===== config.mk =====
export PLATFORM = sky130hd
export DESIGN_NAME = afr_div_stage
export DESIGN_NICKNAME = d
export VERILOG_FILES = /design/src/afr_pkg.sv /design/src/afr_div_stage.sv
export VERILOG_INCLUDE_DIRS = /design/src /design/src/src
export SDC_FILE = /design/constraint.sdc
export NUM_CORES = 2
export LEC_CHECK = 0
export ABC_CLOCK_PERIOD_IN_PS = 18650
export BUFFER_PORTS_ARGS = -buffer_cell sky130_fd_sc_hd__buf_2
export CAP_MARGIN = 20
export CELL_PAD_IN_SITES_DETAIL_PLACEMENT = 1
export CELL_PAD_IN_SITES_GLOBAL_PLACEMENT = 2
export CORE_AREA = 2 2 411 413
export CTS_CLUSTER_SIZE = 40
export DETAILED_ROUTE_END_ITERATION = 7
export DIE_AREA = 0 0 413 415
export GPL_TIMING_DRIVEN = 0
export PLACE_DENSITY = 0.64
export REMOVE_ABC_BUFFERS = 1
export SLEW_MARGIN = 20
export SYNTH_ARGS = -nofsm -noshare
export SYNTH_HDL_FRONTEND = slang
export SYNTH_SLANG_ARGS = --single-unit
export TNS_END_PERCENT = 50

===== constraint.sdc =====
create_clock -name clk_i -period 18.65 [get_ports clk_i]
set_clock_uncertainty 0.2 [all_clocks]
set_input_delay 2.7975 -clock clk_i [delete_from_list [all_inputs] [get_ports clk_i]]
set_output_delay 2.7975 -clock clk_i [all_outputs]
set_load 0.005 [all_outputs]

===== src/aspect_fit_rect_scaler_core_macros.svh =====
// Assertion macros shared by the aspect-fit scaler RTL.
// Users must have clk_i and rst_ni in scope.
`ifndef ASPECT_FIT_RECT_SCALER_CORE_MACROS_SVH
`define ASPECT_FIT_RECT_SCALER_CORE_MACROS_SVH

`define AFR_ASSERT(label, prop, msg) \
  label: assert property (@(posedge clk_i) disable iff (!rst_ni) prop) \
    else $error(msg);

`define AFR_ASSERT_IMPL(label, ante, cons, msg) \
  `AFR_ASSERT(label, (ante) |-> (cons), msg)

`endif


===== src/afr_pkg.sv =====
// Types, widths and register codes of the aspect-fit scaler.
// No dependencies.
package afr_pkg;

  localparam int CoordW          = 16;
  localparam int DimW            = 15;
  localparam int OutW            = 32;
  localparam int MagW            = 32;
  localparam int RemW            = DimW + 1;
  localparam int NumLanes        = 7;
  localparam int DivBitsPerStage = 4;
  localparam int DivStages       = MagW / DivBitsPerStage;
  localparam int CfgIdxW         = 1;

  typedef enum logic [CfgIdxW-1:0] {
    CFG_DESIGN_WIDTH  = 1'b0,
    CFG_DESIGN_HEIGHT = 1'b1
  } cfg_reg_e;

  typedef logic signed [CoordW-1:0] coord_t;
  typedef logic signed [OutW-1:0]   word_t;

  typedef struct packed {
    coord_t          nx;
    coord_t          ny;
    coord_t          nw;
    coord_t          nh;
    coord_t          sx;
    coord_t          sy;
    coord_t          sw;
    coord_t          sh;
    logic [DimW-1:0] dw;
    logic [DimW-1:0] dh;
    logic            usable;
    logic            fit_h;
  } geom_t;

  typedef struct packed {
    logic [NumLanes-1:0][MagW-1:0] work;
    logic [NumLanes-1:0][RemW-1:0] rem;
    logic [NumLanes-1:0]           neg;
    logic [DimW-1:0]               den;
    geom_t                         geom;
  } div_t;

endpackage


===== src/afr_div_stage.sv =====
// One stage of the pipelined restoring divider, several quotient bits on
// all lanes at once. Depends on afr_pkg and the macro header.
`include "aspect_fit_rect_scaler_core_macros.svh"
module afr_div_stage import afr_pkg::*; (
  input  logic clk_i,
  input  logic rst_ni,
  input  logic valid_i,
  output logic ready_o,
  input  div_t data_i,
  output logic valid_o,
  input  logic ready_i,
  output div_t data_o
);

  logic            v_q;
  div_t            data_d, data_q;
  logic [RemW-1:0] den_ext;

  assign ready_o = !v_q || ready_i;
  assign valid_o = v_q;
  assign data_o  = data_q;
  assign den_ext = RemW'(data_q.den);

  always_comb begin
    logic [RemW-1:0] rem_sh;
    data_d = data_i;
    for (int i = 0; i < NumLanes; i++) begin
      for (int s = 0; s < DivBitsPerStage; s++) begin
        rem_sh            = {data_d.rem[i][RemW-2:0], data_d.work[i][MagW-1]};
        data_d.work[i]    = {data_d.work[i][MagW-2:0], 1'b0};
        if (rem_sh >= RemW'(data_i.den)) begin
          data_d.rem[i]     = rem_sh - RemW'(data_i.den);
          data_d.work[i][0] = 1'b1;
        end else begin
          data_d.rem[i]     = rem_sh;
        end
      end
    end
  end

  always_ff @(posedge clk_i or negedge rst_ni) begin
    if (!rst_ni) begin
      v_q <= 1'b0;
    end else if (ready_o) begin
      v_q <= valid_i;
    end
  end

  always_ff @(posedge clk_i) begin
    if (ready_o && valid_i) data_q <= data_d;
  end

  `AFR_ASSERT_IMPL(a_rem_lane0_lt_den, v_q && data_q.geom.usable, data_q.rem[0] < den_ext, "divider remainder out of range on lane 0")
  `AFR_ASSERT_IMPL(a_rem_lane6_lt_den, v_q && data_q.geom.usable, data_q.rem[6] < den_ext, "divider remainder out of range on lane 6")

endmodule


Yosys cells after proc, flatten, opt, wreduce, memory -nomap -nowiden
Cells that the tools add are included.

Input bits: 522. Word-level logic and storage cells: 144. Output and inout bits: 520. Bits in registers: 519.

$lt $le $gt $ge: 28. Mux-type cells: 56. $add $sub $neg: 28. Reduce and logical (&&, ||, !) cells: 3.

Operators with widths (number): >= comparator 16 x 15 -> 1 bit (28); two-way mux 15 bit (21); subtractor 15 bit (21); two-way mux 16 bit (7); subtractor 16 x 15 -> 16 bit (7); two-way mux 1 bit (28); logical AND 1 bit (1); logical NOT 1 bit (1); logical OR 1 bit (1).

Longest topological paths before layout
Depth after elaboration: 8. Mapped depth: 54. Mapped depth without buffers: 48.

Least setup slack after synthesis
Ideal clock, no wire load.

Kind: input -> register. Start point: input ready_i. End point: register data_q (netlist bit data_o[0]) (enable). Library setup time: 0.952 ns. Arrival time: 14.673 ns. Data required time: 17.498 ns. Path buffers: 0. Stages on the path: 2. Path slack: 2.825 ns. Path through: nand2b_1 > and2_1.

Longest elaborated chain between the ends: 2.

RTL lines: start, declared (line afr_div_stage.sv:11) `input logic ready_i,`; logical OR 1 bit (line afr_div_stage.sv:19) `assign ready_o = !v_q || ready_i;`; logical AND 1 bit (line afr_div_stage.sv:50) `if (ready_o && valid_i) data_q <= data_d;`; end signal, assigned (line afr_div_stage.sv:50); end, declared (line afr_div_stage.sv:16) `div_t data_d, data_q;`.

No other way between the ends. A chain may end at the register's enable or synchronous reset.

==> impl_metrics.tcl <==
set metrics [dict create \
    power_density_nw_per_um2 196 \
    postRouteAntennaNets 0 \
    fin_ws_ns 2.57 \
    required_ns 18.83 \
    hpwlAfterDp_um 182000 \
    grt_pass1_wl_um 294000 \
    crit_type "input pin to flop" \
    clock_path_buffers 3 \
    slew_headroom_pct 32.7 \
    final_area_um2 50400 \
    cts_setup_buffers 0 \
    drc 0 \
    clock.fmax_mhz 62.2 \
    final_common_cell "buf_2" \
    grt_setup_unrepaired "false" \
    clock_latency_ns 0.68 \
    worstHoldStart "valid_o$_DFFE_PN0N_" \
    root_buffer "clkbuf_16" \
    first_pass_iters 5 \
    syn_area_um2 39500 \
    min_to "valid_o$_DFFE_PN0N_" \
    crit_slowest_cell "a21o_1" \
    vias 36014 \
    antenna_found_initial 94 \
    path_max_fanout 27 \
    fin_crit_ns 16.08 \
    ios 1042 \
    die_x_um 413 \
    post-route-period-util_pct 86.2 \
    ys.warnings.count 0 \
    placed_area_um2 48000 \
    maxSlewViolCount 0 \
    min_delay_path_depth 2 \
    ff2ff_setup_slack_ns 15.93 \
    ys_async_sr_fraction_pct 0.193 \
    die_area_um2 171000 \
    die_h_um 415 \
    core_um2 167000 \
    synth_flop_cell "edfxtp_1" \
    cpMostUsedCell "a21oi_1" \
    synth_edf_count 518 \
    grt_usage_pct 24.6 \
    hold_viol 0 \
    yosys-top-cells-area "edfxtp_1 (39%), ha_1 (13%), xnor2_1 (4.4%)" \
    hp-class "flop to flop" \
    cts_made_buffers 70 \
    synth_seq_cells 519 \
    drt_iter0_markers 2324 \
    ys_seq_area_share_pct 39.4 \
    outcome "finished, final reports clean" \
    r2r-start "valid_o$_DFFE_PN0N_" \
    cp-start-kind "input pin" \
    setup_viol 0 \
    ir_drop_mv 0.126 \
    rows 150 \
    wire_per_inst_um 30.2 \
    p_leak_nw 21.4 \
    viasPerCell 4.97 \
    n_fill_cell 19235 \
    rr_worst_depth 6 \
    wl_um 219000 \
    final_cell_mix "buf_2 (1,032), edfxtp_1 (518), ha_1 (420), a21oi_1 (296), nor2_1 (292)" \
    synth_top_area_share_pct 39.3 \
    cap_viol_max_count 0 \
    end_kind "flop" \
    preCtsSetupSlack_ns 1.52 \
    gp_congestion 0.955 \
    num-nets-final 5919 \
    cts_hold_buf 0 \
    grt_max_degree 55 \
    area_growth_pct 27.5 \
    io_buffers 1034 \
    cts_tree "yes" \
    start_util_pct 23.7 \
    tightest_slew_ns 1.01 \
    cts.clk_slew.worst_paths_ns 0.06 \
    post_cts_resized 0 \
    max_stage_delay_ns 0.69 \
    grt_pass1_vias 35937 \
    worstReg2RegEnd "data_o[126]$_DFFE_PP_" \
    synth_area_per_cell_um2 10.2 \
    synth_top_area_cell "edfxtp_1" \
    gr-total-overflow 0 \
    cts.htree.levels 3 \
    worstPathArrival_ns 16.26 \
    cts_sinks 519 \
    synthCells 3868 \
    synth_cell_types 96 \
    drive_gt1_share_pct 28.3 \
]
[logic make-up after synthesis]
group / count (synthesis) / synth area share (%)
AOI/OAI and AO/OA: 1074 / 17.7
adders and majority gates: 448 / 14.7
xor gates and xnor gates: 302 / 6.69
DFF: 519 / 39.4
muxes: 217 / 6.10
and+or+nand+nor: 1057 / 12.9
buffers and inverters: 251 / 2.50
[cell type report]
| class | instances | area, um^2 | share of cell area, % |
|---|---|---|---|
| Multi-Input combinational cell | 3098 | 23100 | 45.7 |
| Sequential cell | 519 | 15600 | 30.9 |
| Timing Repair Buffer | 1066 | 5850 | 11.6 |
| Tap cell | 2204 | 2760 | 5.47 |
| Clock buffer | 80 | 1790 | 3.55 |
| Inverter | 194 | 766 | 1.52 |
| Clock inverter | 48 | 523 | 1.04 |
| Antenna cell | 33 | 82.6 | 0.164 |
[Yosys cell counts, drive strengths merged, types with 19 or more instances]
cell type	number
a211oi	27
mux2i	52
o31ai	28
a31o	19
o211ai	21
clkbuf	33
a21o	96
inv	193
xor2	103
nand2	271
a221o	24
edfxtp	518
nor2	293
a31oi	26
a21boi	32
mux2	165
ha	420
nand3	59
xnor2	199
and2	28
a21oi	298
o21bai	36
nand4	60
or3	28
nor2b	73
buf	24
fa	28
or2	22
o31a	20
o21ai	264
nor3	94
o21a	60
nand2b	61
[registers in the layout, summed over array words and instances, names as in the netlist]
signal,flops
data_o,518
valid_o,1
[through the flow]
stage          cells  setup TNS, ns  power (mW)  hold WS, ns  util [%]
3_5_place_dp    7079              0        8.48        0.331      28.8
6_report        7242              0        9.87        0.351      30.2
3_3_place_gp    7049       -2301.36        8.47        0.320      28.3
2_1_floorplan   3811              0        6.49        0.337         -
4_1_cts         7207              0        9.97        0.346      30.2
5_1_grt         7215              0        10.7        0.411      30.2
[worst max-delay path, delay by kind of cell]
family,cells,cell delay [ns]
buf+inv,6,2.04
simple gates,8,1.35
compound gates,26,8.17
mux,1,0.23
fa+ha+maj,4,1.55
[metal layers]
metal  vias up  wire length (um)  GRT usage (%)
li1      16813                 -              -
met1     17953             94700           31.3
met2       942            101000           40.5
met3       260             15600           6.51
met4        46              7050           7.43
met5         -               299              0
[worst max-delay path by stage]
stage / slack (ns) / end / startpoint
floorplan: 2.83 / data_o[0]$_DFFE_PP_ / ready_i
global placement: -4.38 / data_o[488]$_DFFE_PP_ / ready_i
detailed placement: 1.52 / data_o[235]$_DFFE_PP_ / data_i[161]
CTS: 2.23 / data_o[235]$_DFFE_PP_ / data_i[161]
global route: 1.48 / data_o[184]$_DFFE_PP_ / data_i[161]
finish: 2.57 / data_o[184]$_DFFE_PP_ / data_i[161]
[power by group]
| group | internal [mW] | switching (mW) | total [mW] |
|---|---|---|---|
| clock | 0.774 | 0.618 | 1.39 |
| sequential | 1.75 | 0.0879 | 1.84 |
| combinational | 2.84 | 3.81 | 6.64 |
| total | 5.36 | 4.51 | 9.87 |
Note: power is estimated with default switching activity, not from simulation.
